$ cat src/design/fdf_pkg.sv
// ----------------------------------------------------------------------------
// fdf_pkg: shared types and constants of the decimating FIR filter
// Fixed widths of the sample, coefficient, product and accumulator paths,
// and the item kind codes.
// ----------------------------------------------------------------------------
package fdf_pkg;

    localparam int SAMPLE_W   = 16;
    localparam int COEF_IDX_W = 5;
    localparam int PROD_W     = 32;
    localparam int ACC_W      = 40;
    localparam int FRAC_W     = 15;

    typedef logic signed [SAMPLE_W-1:0] sample_t;
    typedef logic        [COEF_IDX_W-1:0] coef_idx_t;
    typedef logic signed [PROD_W-1:0]   prod_t;
    typedef logic signed [ACC_W-1:0]    acc_t;

    localparam logic FUNC_SAMPLE = 1'b0;
    localparam logic FUNC_COEF   = 1'b1;

    localparam acc_t    ROUND_HALF = acc_t'(1) <<< (FRAC_W - 1);
    localparam sample_t SAT_MAX    = sample_t'(16'sh7fff);
    localparam sample_t SAT_MIN    = sample_t'(16'sh8000);

endpackage

$ cat src/design/fdf_if.sv
// ----------------------------------------------------------------------------
// fdf_if: valid/ready channels of the decimating FIR filter
// Input channel carries sample and coefficient items, output channel carries
// filtered samples.
// ----------------------------------------------------------------------------
interface fdf_in_if
    import fdf_pkg::*;
    ();

    logic      valid;
    logic      ready;
    logic      func;
    sample_t   sample_in;
    coef_idx_t coef_index;
    sample_t   coef_value;

    modport source (
        output valid,
        output func,
        output sample_in,
        output coef_index,
        output coef_value,
        input  ready
    );

    modport sink (
        input  valid,
        input  func,
        input  sample_in,
        input  coef_index,
        input  coef_value,
        output ready
    );

endinterface

interface fdf_out_if
    import fdf_pkg::*;
    ();

    logic    valid;
    logic    ready;
    sample_t sample_out;

    modport source (
        output valid,
        output sample_out,
        input  ready
    );

    modport sink (
        input  valid,
        input  sample_out,
        output ready
    );

endinterface

$ cat src/design/fir_decimate_by_four.sv
// ----------------------------------------------------------------------------
// fir_decimate_by_four: FIR low-pass filter with decimation
//
//   channel   dir   payload                                    transfer
//   samples   in    func, sample_in, coef_index, coef_value    valid & ready
//   results   out   sample_out                                 valid & ready
//
// A coefficient item or a dropped-phase sample is absorbed in the idle state. A kept
// sample runs TAPS passes of the single multiply-accumulate unit over the rotating
// delay and coefficient rings, then a drain state and a rounding state.
// samples.ready is low meanwhile.
// The result register holds a finished sample while results is stalled; the
// rounding cycle waits only when that register is still full.
// Reset clears the delay line, the coefficients and the decimation phase.
// ----------------------------------------------------------------------------
module fir_decimate_by_four
    import fdf_pkg::*;
#(
    parameter int TAPS       = 31,
    parameter int DECIMATION = 4
)
(
    input  logic     clk,
    input  logic     rst_n,
    fdf_in_if.sink   samples,
    fdf_out_if.source results
);

    localparam int CNT_W   = $clog2(TAPS);
    localparam int PHASE_W = $clog2(DECIMATION);

    localparam logic [1:0] ST_IDLE  = 2'd0;
    localparam logic [1:0] ST_MAC   = 2'd1;
    localparam logic [1:0] ST_DRAIN = 2'd2;
    localparam logic [1:0] ST_ROUND = 2'd3;

    logic [1:0]         state_reg,  state_next;
    logic [CNT_W-1:0]   cnt_reg,    cnt_next;
    logic [PHASE_W-1:0] phase_reg,  phase_next;
    sample_t            delay_reg [TAPS];
    sample_t            delay_next[TAPS];
    sample_t            coef_reg  [TAPS];
    sample_t            coef_next [TAPS];
    prod_t              prod_reg,   prod_next;
    logic               prod_valid_reg, prod_valid_next;
    acc_t               acc_reg,    acc_next;
    logic               out_valid_reg, out_valid_next;
    sample_t            out_data_reg,  out_data_next;

    logic               in_xfer;
    logic [31:0]        coef_idx_ext;
    acc_t               rnd_sum;
    logic               rnd_all_ones;
    logic               rnd_all_zeros;
    sample_t            rnd_sat;

    assign samples.ready      = (state_reg == ST_IDLE);
    assign results.valid      = out_valid_reg;
    assign results.sample_out = out_data_reg;

    assign in_xfer      = samples.valid && samples.ready;
    assign coef_idx_ext = 32'(samples.coef_index);

    assign rnd_sum       = acc_reg + ROUND_HALF;
    assign rnd_all_ones  = &rnd_sum[ACC_W-1:FRAC_W+SAMPLE_W-1];
    assign rnd_all_zeros = ~|rnd_sum[ACC_W-1:FRAC_W+SAMPLE_W-1];

    always_comb
    begin
        if (rnd_sum[ACC_W-1] && !rnd_all_ones)
        begin
            rnd_sat = SAT_MIN;
        end
        else if (!rnd_sum[ACC_W-1] && !rnd_all_zeros)
        begin
            rnd_sat = SAT_MAX;
        end
        else
        begin
            rnd_sat = rnd_sum[FRAC_W+SAMPLE_W-1:FRAC_W];
        end
    end

    always_comb
    begin
        state_next      = state_reg;
        cnt_next        = cnt_reg;
        phase_next      = phase_reg;
        delay_next      = delay_reg;
        coef_next       = coef_reg;
        prod_next       = prod_reg;
        prod_valid_next = prod_valid_reg;
        acc_next        = acc_reg;
        out_valid_next  = out_valid_reg;
        out_data_next   = out_data_reg;

        if (results.valid && results.ready)
        begin
            out_valid_next = 1'b0;
        end

        if (prod_valid_reg)
        begin
            acc_next = acc_reg + ACC_W'(prod_reg);
        end

        case (state_reg)
            ST_IDLE:
            begin
                if (in_xfer)
                begin
                    if (samples.func == FUNC_COEF)
                    begin
                        if (coef_idx_ext < 32'(TAPS))
                        begin
                            for (int i = 0; i < TAPS; i++)
                            begin
                                if (coef_idx_ext == 32'(i))
                                begin
                                    coef_next[i] = samples.coef_value;
                                end
                            end
                        end
                    end
                    else
                    begin
                        for (int i = TAPS - 1; i > 0; i--)
                        begin
                            delay_next[i] = delay_reg[i-1];
                        end
                        delay_next[0] = samples.sample_in;

                        if (phase_reg == PHASE_W'(DECIMATION - 1))
                        begin
                            phase_next = '0;
                        end
                        else
                        begin
                            phase_next = phase_reg + PHASE_W'(1);
                        end

                        if (phase_reg == '0)
                        begin
                            acc_next   = '0;
                            cnt_next   = '0;
                            state_next = ST_MAC;
                        end
                    end
                end
            end
            ST_MAC:
            begin
                prod_next       = delay_reg[0] * coef_reg[0];
                prod_valid_next = 1'b1;
                for (int i = 0; i < TAPS - 1; i++)
                begin
                    delay_next[i] = delay_reg[i+1];
                    coef_next[i]  = coef_reg[i+1];
                end
                delay_next[TAPS-1] = delay_reg[0];
                coef_next[TAPS-1]  = coef_reg[0];
                cnt_next = cnt_reg + CNT_W'(1);
                if (cnt_reg == CNT_W'(TAPS - 1))
                begin
                    state_next = ST_DRAIN;
                end
            end
            ST_DRAIN:
            begin
                prod_valid_next = 1'b0;
                state_next      = ST_ROUND;
            end
            ST_ROUND:
            begin
                if (!out_valid_reg || results.ready)
                begin
                    out_data_next  = rnd_sat;
                    out_valid_next = 1'b1;
                    state_next     = ST_IDLE;
                end
            end
            default:
            begin
                state_next = ST_IDLE;
            end
        endcase
    end

    always_ff @(posedge clk or negedge rst_n)
    begin
        if (!rst_n)
        begin
            state_reg      <= ST_IDLE;
            cnt_reg        <= '0;
            phase_reg      <= '0;
            prod_valid_reg <= 1'b0;
            out_valid_reg  <= 1'b0;
            for (int i = 0; i < TAPS; i++)
            begin
                delay_reg[i] <= '0;
                coef_reg[i]  <= '0;
            end
        end
        else
        begin
            state_reg      <= state_next;
            cnt_reg        <= cnt_next;
            phase_reg      <= phase_next;
            prod_valid_reg <= prod_valid_next;
            out_valid_reg  <= out_valid_next;
            delay_reg      <= delay_next;
            coef_reg       <= coef_next;
        end
    end

    always_ff @(posedge clk)
    begin
        prod_reg     <= prod_next;
        acc_reg      <= acc_next;
        out_data_reg <= out_data_next;
    end

endmodule
$ cat src/flat_wrapper.sv
// flat-port wrapper written by rule: the top's interface ports become plain ports
module fir_decimate_by_four_flat import fdf_pkg::*;
#(
    parameter int TAPS       = 31,
    parameter int DECIMATION = 4
)
  (clk, rst_n, samples_valid, samples_func, samples_sample_in, samples_coef_index, samples_coef_value, samples_ready, results_valid, results_sample_out, results_ready);
  fdf_in_if samples_i ();
  fdf_out_if results_i ();
  input  logic clk;
  input  logic rst_n;
  input wire logic [$bits(samples_i.valid)-1:0] samples_valid;
  input wire logic [$bits(samples_i.func)-1:0] samples_func;
  input wire logic [$bits(samples_i.sample_in)-1:0] samples_sample_in;
  input wire logic [$bits(samples_i.coef_index)-1:0] samples_coef_index;
  input wire logic [$bits(samples_i.coef_value)-1:0] samples_coef_value;
  output wire logic [$bits(samples_i.ready)-1:0] samples_ready;
  output wire logic [$bits(results_i.valid)-1:0] results_valid;
  output wire logic [$bits(results_i.sample_out)-1:0] results_sample_out;
  input wire logic [$bits(results_i.ready)-1:0] results_ready;
  assign samples_i.valid = samples_valid;
  assign samples_i.func = samples_func;
  assign samples_i.sample_in = samples_sample_in;
  assign samples_i.coef_index = samples_coef_index;
  assign samples_i.coef_value = samples_coef_value;
  assign samples_ready = samples_i.ready;
  assign results_valid = results_i.valid;
  assign results_sample_out = results_i.sample_out;
  assign results_i.ready = results_ready;
  fir_decimate_by_four #(.TAPS(TAPS), .DECIMATION(DECIMATION)) u_core (.clk(clk), .rst_n(rst_n), .samples(samples_i), .results(results_i));
endmodule
$ cat config.mk
export PLATFORM = sky130hd
export DESIGN_NAME = fir_decimate_by_four_flat
export DESIGN_NICKNAME = d
export VERILOG_FILES = /design/src/design/fdf_pkg.sv /design/src/design/fdf_if.sv /design/src/design/fir_decimate_by_four.sv /design/src/flat_wrapper.sv
export SDC_FILE = /design/constraint.sdc
export NUM_CORES = 2
export LEC_CHECK = 0
export BUFFER_PORTS_ARGS = -buffer_cell sky130_fd_sc_hd__buf_2
export CAP_MARGIN = 20
export CORE_MARGIN = 3
export CORE_UTILIZATION = 50
export CTS_BUF_LIST = sky130_fd_sc_hd__clkbuf_8
export DETAILED_ROUTE_END_ITERATION = 12
export PLACE_DENSITY = 0.79
export SYNTH_ARGS = -nofsm -noshare
export SYNTH_HDL_FRONTEND = slang
export SYNTH_SLANG_ARGS = --single-unit
$ cat constraint.sdc
create_clock -name clk -period 6.55 [get_ports clk]
set_input_delay 0.9825 -clock clk [delete_from_list [all_inputs] [get_ports clk]]
set_output_delay 0.9825 -clock clk [all_outputs]
set_load 0.005 [all_outputs]
# After elaboration in Yosys (flattened, before gate mapping)
# Index checks and enable logic that the tools add are counted.
# W data, S select, Z words.
[classes] mul=1 n_bitwise=1 n_reduce_logical=51 n_div=0 magnitude_cmp=1 muxes=59 n_addsub=4 n_shift=0 n_eq_ne=73
[ops] op="$mux W496" n=5
[ops] op="$pmux W496 S2" n=2
[ops] op="$mux W16" n=32
[ops] op="$mux W40" n=5
[ops] op="$reduce_and A5 Y1" n=32
[ops] op="$eq A5 B5 Y1 const B" n=16
[ops] op="$ne A2 B2 Y1 const B" n=36
[ops] op="$add A40 B16 Y40 const B" n=1
[ops] op="$add A40 B32 Y40" n=1
[ops] op="$eq A5 B4 Y1 const B" n=8
[ops] op="$logic_not A32 Y1" n=1
[ops] op="$mul A16 B16 Y32" n=1
[ops] op="$eq A5 B3 Y1 const B" n=4
[ops] op="$mux W5" n=3
[ops] op="$mux W2" n=6
[ops] op="$eq A5 B2 Y1 const B" n=2
[ops] op="$pmux W5 S2" n=1
[ops] op="$reduce_and A10 Y1" n=1
[ops] op="$reduce_or A10 Y1" n=1
[ops] op="$pmux W2 S4" n=1
[ops] op="$eq A2 B2 Y1 const B" n=3
[ops] op="$reduce_and A3 Y1" n=2
[ops] op="$add A5 B1 Y5 const B" n=1
[ops] op="$eq A5 B1 Y1 const B" n=1
[ops] op="14 further kinds" n=24
[word_totals] elab_cells=260 ramBits=0 regBits=1091 mem_bits_ro=0 output_inout_bits=18 memories=0 latchBits=0

# Depth between registers and ports, before layout
[depth] word_depth=6 mapped_depth=24 mapped_depth_nobuf=22

# Least setup slack after synthesis
# OpenSTA, ideal clock, no wires.
[synth_timing] path_kind="register to register" startpoint="reg u_core.delay_reg[495] in the netlist's numbering" endpoint="reg u_core.prod_reg[31] (data pin)" arrival_time_ns=6.082 period_less_slack_ns=6.342 path_slack_ns=0.208 path_stages_with_launch=22 n_path_buf=2 path_cell_list="dfrtp_1 -> clkbuf_1 -> clkbuf_1 -> nand2_1 -> inv_1 -> fa_1 -> fa_1 -> fa_1 -> fa_1 -> fa_1 -> inv_1 -> fa_1 -> inv_1 -> ha_1 -> a21oi_1 -> o21ai_0 -> a21oi_1 -> a21bo_2 -> a2111oi_0 -> o21bai_1 -> a21oi_1 -> xnor2_1"
[synth_via] elab_chain_len=1
[synth_lines] element="start: declaration" line="fir_decimate_by_four.sv:40" source="sample_t delay_reg [TAPS];"
[synth_lines] element="start signal: assignment" line="fir_decimate_by_four.sv:211" source="delay_reg <= delay_next;"
[synth_lines] element="$mul A16 B16 Y32" line="fir_decimate_by_four.sv:153" source="prod_next = delay_reg[0] * coef_reg[0];"
[synth_lines] element="end signal: assignment" line="fir_decimate_by_four.sv:218" source="prod_reg <= prod_next;"
[synth_lines] element="end: declaration" line="fir_decimate_by_four.sv:44" source="prod_t prod_reg, prod_next;"
# Every way passes these cells.
# A chain may end at the register's enable or synchronous reset.

# Final worst setup path
[layout_timing] startpoint="reg u_core.coef_reg[484] in the netlist's numbering" endpoint="reg u_core.prod_reg[30] (data pin)"
[layout_via] elab_chain_len=1
[layout_lines] element="start: declaration" line="fir_decimate_by_four.sv:42" source="sample_t coef_reg [TAPS];"
[layout_lines] element="start signal: assignment" line="fir_decimate_by_four.sv:212" source="coef_reg <= coef_next;"
[layout_lines] element="$mul A16 B16 Y32" line="fir_decimate_by_four.sv:153"
# Every way passes these cells.

==> impl_summary.txt <==
----------------------------------------------------
[Worst setup path]
  Startpoint Class ... register
  Kind of capture point of the worst setup path ... register
  Biggest cell delay along the critical path ... 0.56 ns
  Type of the worst setup path ... reg2reg
  Critical Path End ... u_core.prod_reg[30]
  Most Frequent Cell on Critical Path ... sky130_fd_sc_hd__fa_1
  Buf+Inv Stages, Crit Path ... 4
  Capture instance of the worst register-to-register path ... u_core.prod_reg[30]
  Required time of the critical path ... 7.15 ns
  CP arrival ... 6.93 ns
  Max FO, Critical Path ... 10
  R2R cell count ... 21
  Cell family with the largest share of critical-path delay ... adder cells
  Ordered list of cells on the worst path ... buf_4, and2_1, fa_1, inv_1, fa_1, fa_1, fa_1, inv_1, fa_1, fa_1, ha_1, a21o_1, a21oi_1, o21ai_0, a21oi_2, a31oi_4, buf_4, a2111oi_0, o21bai_1, a21oi_1, xnor2_1
  Total stage count of the critical path ... 21
  Critical Path Slowest Stage Cell ... sky130_fd_sc_hd__fa_1
  CP startpoint ... u_core.coef_reg[484]
  R2R Path Start ... u_core.coef_reg[484]
  Register-to-register path setup slack ... 0.22 ns

[Synthesis]
  Number of enable flip-flop cells after synthesis ... 48
  Ranking of synthesized cells by instance count ... sky130_fd_sc_hd__a21oi_1 (1324), sky130_fd_sc_hd__dfrtp_1 (1003), sky130_fd_sc_hd__nor2_1 (815)
  Area leader, netlist ... sky130_fd_sc_hd__dfrtp_1
  Synth Flop Type ... sky130_fd_sc_hd__dfrtp_1
  Fraction of the mapped netlist area in adder cells ... 0.117
  Cell Area, Synth ... 58800 um2
  Proportion of synthesized area in mux cells ... 0.0877
  Most area-consuming cells after synthesis ... sky130_fd_sc_hd__dfrtp_1 (43%), sky130_fd_sc_hd__a21oi_1 (11%), sky130_fd_sc_hd__fa_1 (9.0%), sky130_fd_sc_hd__mux2i_1 (8.8%), sky130_fd_sc_hd__nor2_1 (5.2%)
  Leading cell type by number of instances after synthesis ... sky130_fd_sc_hd__a21oi_1
  Post-synthesis simple-gate area fraction ... 0.111
  Avg Synthesized Cell Area ... 9.51 um2
  Synth Area in Compound Gates ... 0.159
  Count of distinct cell types in the synthesized netlist ... 68
  Count of mapped cells out of synthesis ... 6178
  Flip-flop and latch count after synthesis ... 1091
  Total number of yosys warnings ... 0
  Sequential area share after synthesis ... 0.465
  Share of Yosys cell area claimed by the top area cell type ... 0.427
  Xor/xnor share of the synthesized area ... 0.0116
  Combinational family with the most area after synthesis ... compound AO/OA/AOI/OAI gates
  Post-synthesis async set-or-reset flop share ... 0.919
  Post-synthesis net count ... 6613

[Routing]
  Via-per-instance ratio ... 5.55
  First-pass iteration count of the detailed router ... 5
  Routed via count ... 43000
  Remaining design rule violation count ... 0
  Average wire length per cell after detail routing ... 16.5 um
  DRC marker count from the first detailed-route iteration ... 3183
  Detail Route Antenna Nets ... 0
  Total length of routed wires ... 128000 um

[Clocking]
  CTS H-Tree Depth ... 4
  Later-pin clock latency in the skew report ... 0.86 ns
  Clk pin slew, worst setup/hold paths ... 0.07 ns
  Count of hold buffers inserted by post-cts repair ... 0
  TritonCTS buffer count ... 171
  Clock sinks ... 1091
  Clock root buffer ... sky130_fd_sc_hd__clkbuf_8
  Clk buf depth ... 3
  Clock tree from TritonCTS ... done

[STA]
  Fmax ... 158 MHz
  Slew @ Worst Pin ... 1.21 ns
  Number of failing setup endpoints in the final timing report ... 0
  Number of max-slew violations in the final report ... 0
  Min Clock Period, post-route ... 6.33 ns
  Unrepaired setup endpoints after global routing ... yes
  Worst slew margin ... 0.196
  Largest clock skew in the final design ... 0.0397 ns
  Share of the clock period used by the worst path ... 0.966
  Final count of hold timing violations ... 0

[Global route]
  Antenna violations before repair ... 11
  Largest net degree at the start of global routing ... 239
  Global route hottest layer ... met2
  Overflow left after global routing ... 0
  First-pass GRT wire length ... 214000 um
  Global routing usage summed across all routing layers ... 0.211
  Vias in the first global route ... 42500
  GR Util met2 ... 0.335
  GR Util met1 ... 0.291
  GR Layer Usage met3 ... 0.0445

[Place]
  Total instance count after detailed placement ... 7431
  Half-perimeter wire length after placement ... 83800 um
  Last weighted congestion value of the routability-driven placer ... 0.899
  Buffers on Ports ... 59

[Cells and area]
  Filler Cells Inserted ... 9993
  Layout cells sized above 1 ... 0.0774
  Final Net Count ... 6517
  Relative area change from synthesis to final layout ... 8.97%
  Non-filler instance count after layout ... 7742

[Die]
  Starting density of the core ... 0.505
  Standard cell core area ... 116000 um2
  Area enclosed by the die boundary ... 122000 um2
  Horizontal die dimension ... 349 um
  Top-level I/O count ... 60
  Vertical die dimension ... 349 um
  Number of core rows ... 125

[Min path]
  Type of the tightest min-delay check ... in2async

[Run]
  Number of max-cap violations ... 0

[Run status]
  Status ... completed

----------------------------------------------------
-- layout by cell type, fill, tap and decap left out, drive strengths merged, types with 4 or more instances in the layout --
cell type  Yosys  layout
a21oi       1324    1324
dfrtp       1003    1003
nor2         815     815
mux2i        514     514
nand2        467     467
inv          304     367
o21ai        338     338
fa           263     263
clkbuf       432     207
buf           13     176
and2         130     130
ha           130     130
xnor2         51      51
edfxtp        48      48
dfxtp         40      40
nand3         38      38
a21o          28      28
xor2          27      27
nor2b         25      25
clkinv         0      20
nand2b        18      18
o21bai        18      18
nor3          17      17
a211oi        15      15
nand4         14      14
and3          14      14
a31oi         12      12
o21a          11      11
bufinv         0       8
nor3b          7       7
o22ai          7       7
clkinvlp       0       6
diode          0       5
o211ai         5       5
or3            4       4
a22o           4       4
a211o          4       4
or2            4       4
-- final cells by class --
cell class | count | area, um2 | area share
Clock inverter | 97 | 678 | 0.0106
Inverter | 304 | 1140 | 0.0178
Antenna cell | 5 | 12.5 | 0.000195
Tap cell | 1524 | 1910 | 0.0298
Timing Repair Buffer | 176 | 1350 | 0.0211
Multi-Input combinational cell | 4338 | 28800 | 0.449
Sequential cell | 1091 | 27400 | 0.427
Clock buffer | 207 | 2850 | 0.0445
-- worst register-to-register path: stages (launching register included) --
cell and delay, ns:
sky130_fd_sc_hd__dfrtp_2 0.47, sky130_fd_sc_hd__buf_4 0.20, sky130_fd_sc_hd__and2_1 0.18, sky130_fd_sc_hd__fa_1 0.55, sky130_fd_sc_hd__inv_1 0.05, sky130_fd_sc_hd__fa_1 0.47, sky130_fd_sc_hd__fa_1 0.52, sky130_fd_sc_hd__fa_1 0.56
sky130_fd_sc_hd__inv_1 0.05, sky130_fd_sc_hd__fa_1 0.49, sky130_fd_sc_hd__fa_1 0.42, sky130_fd_sc_hd__ha_1 0.36, sky130_fd_sc_hd__a21o_1 0.18, sky130_fd_sc_hd__a21oi_1 0.18, sky130_fd_sc_hd__o21ai_0 0.14, sky130_fd_sc_hd__a21oi_2 0.23
sky130_fd_sc_hd__a31oi_4 0.12, sky130_fd_sc_hd__buf_4 0.17, sky130_fd_sc_hd__a2111oi_0 0.37, sky130_fd_sc_hd__o21bai_1 0.12, sky130_fd_sc_hd__a21oi_1 0.18, sky130_fd_sc_hd__xnor2_1 0.08
-- stage by stage --
| step | TNS, ns | util | setup slack, ns | cell area [um2] | hold slack (ns) |
|---|---|---|---|---|---|
| after CTS | 0 | 0.550 | 0.00134 | 64000 | 0.0854 |
| after floorplan | 0 | - | 0.208 | 58800 | 0.450 |
| after detailed placement | 0 | 0.519 | 0.0606 | 60400 | 0.470 |
| after global routing | -0.0489 | 0.550 | -0.0477 | 64000 | 0.140 |
| final | 0 | 0.550 | 0.220 | 64000 | 0.122 |
| after global placement | 0 | 0.519 | 0.193 | 60400 | 0.461 |
-- timing repair --
action,CTS,global route
setup buffers,0,1
endpoints found under the setup margin,0,7
resized for setup,0,17
-- kinds of logic after synthesis --
| kind of cell | Yosys count |
|---|---|
| compound gates | 1789 |
| flops | 1091 |
| xor+xnor | 78 |
| buf+inv | 749 |
| fa+ha+maj | 393 |
| simple gates | 1563 |
| mux | 515 |
-- layer usage --
layer  vias up  routed length (um)
met4        10                3000
li1      20700                   -
met1     21100               57800
met3       233                7210
met5         -                  63
met2       954               59700
-- worst min-delay path by stage --
stage | startpoint | depth (start not counted) | to | slack (ns)
after floorplan | u_core.coef_reg[0] | 2 | u_core.coef_reg[0] | 0.45
final | rst_n | 1 | u_core.coef_reg[303] | 0.12
after detailed placement | u_core.coef_reg[21] | 2 | u_core.coef_reg[21] | 0.47
after global placement | u_core.coef_reg[35] | 2 | u_core.coef_reg[35] | 0.46
after CTS | rst_n | 1 | u_core.coef_reg[303] | 0.09
after global routing | rst_n | 1 | u_core.coef_reg[303] | 0.14
Power is not shown: default switching activity piles up to over one toggle a cycle in this logic, so the estimate is an artifact.
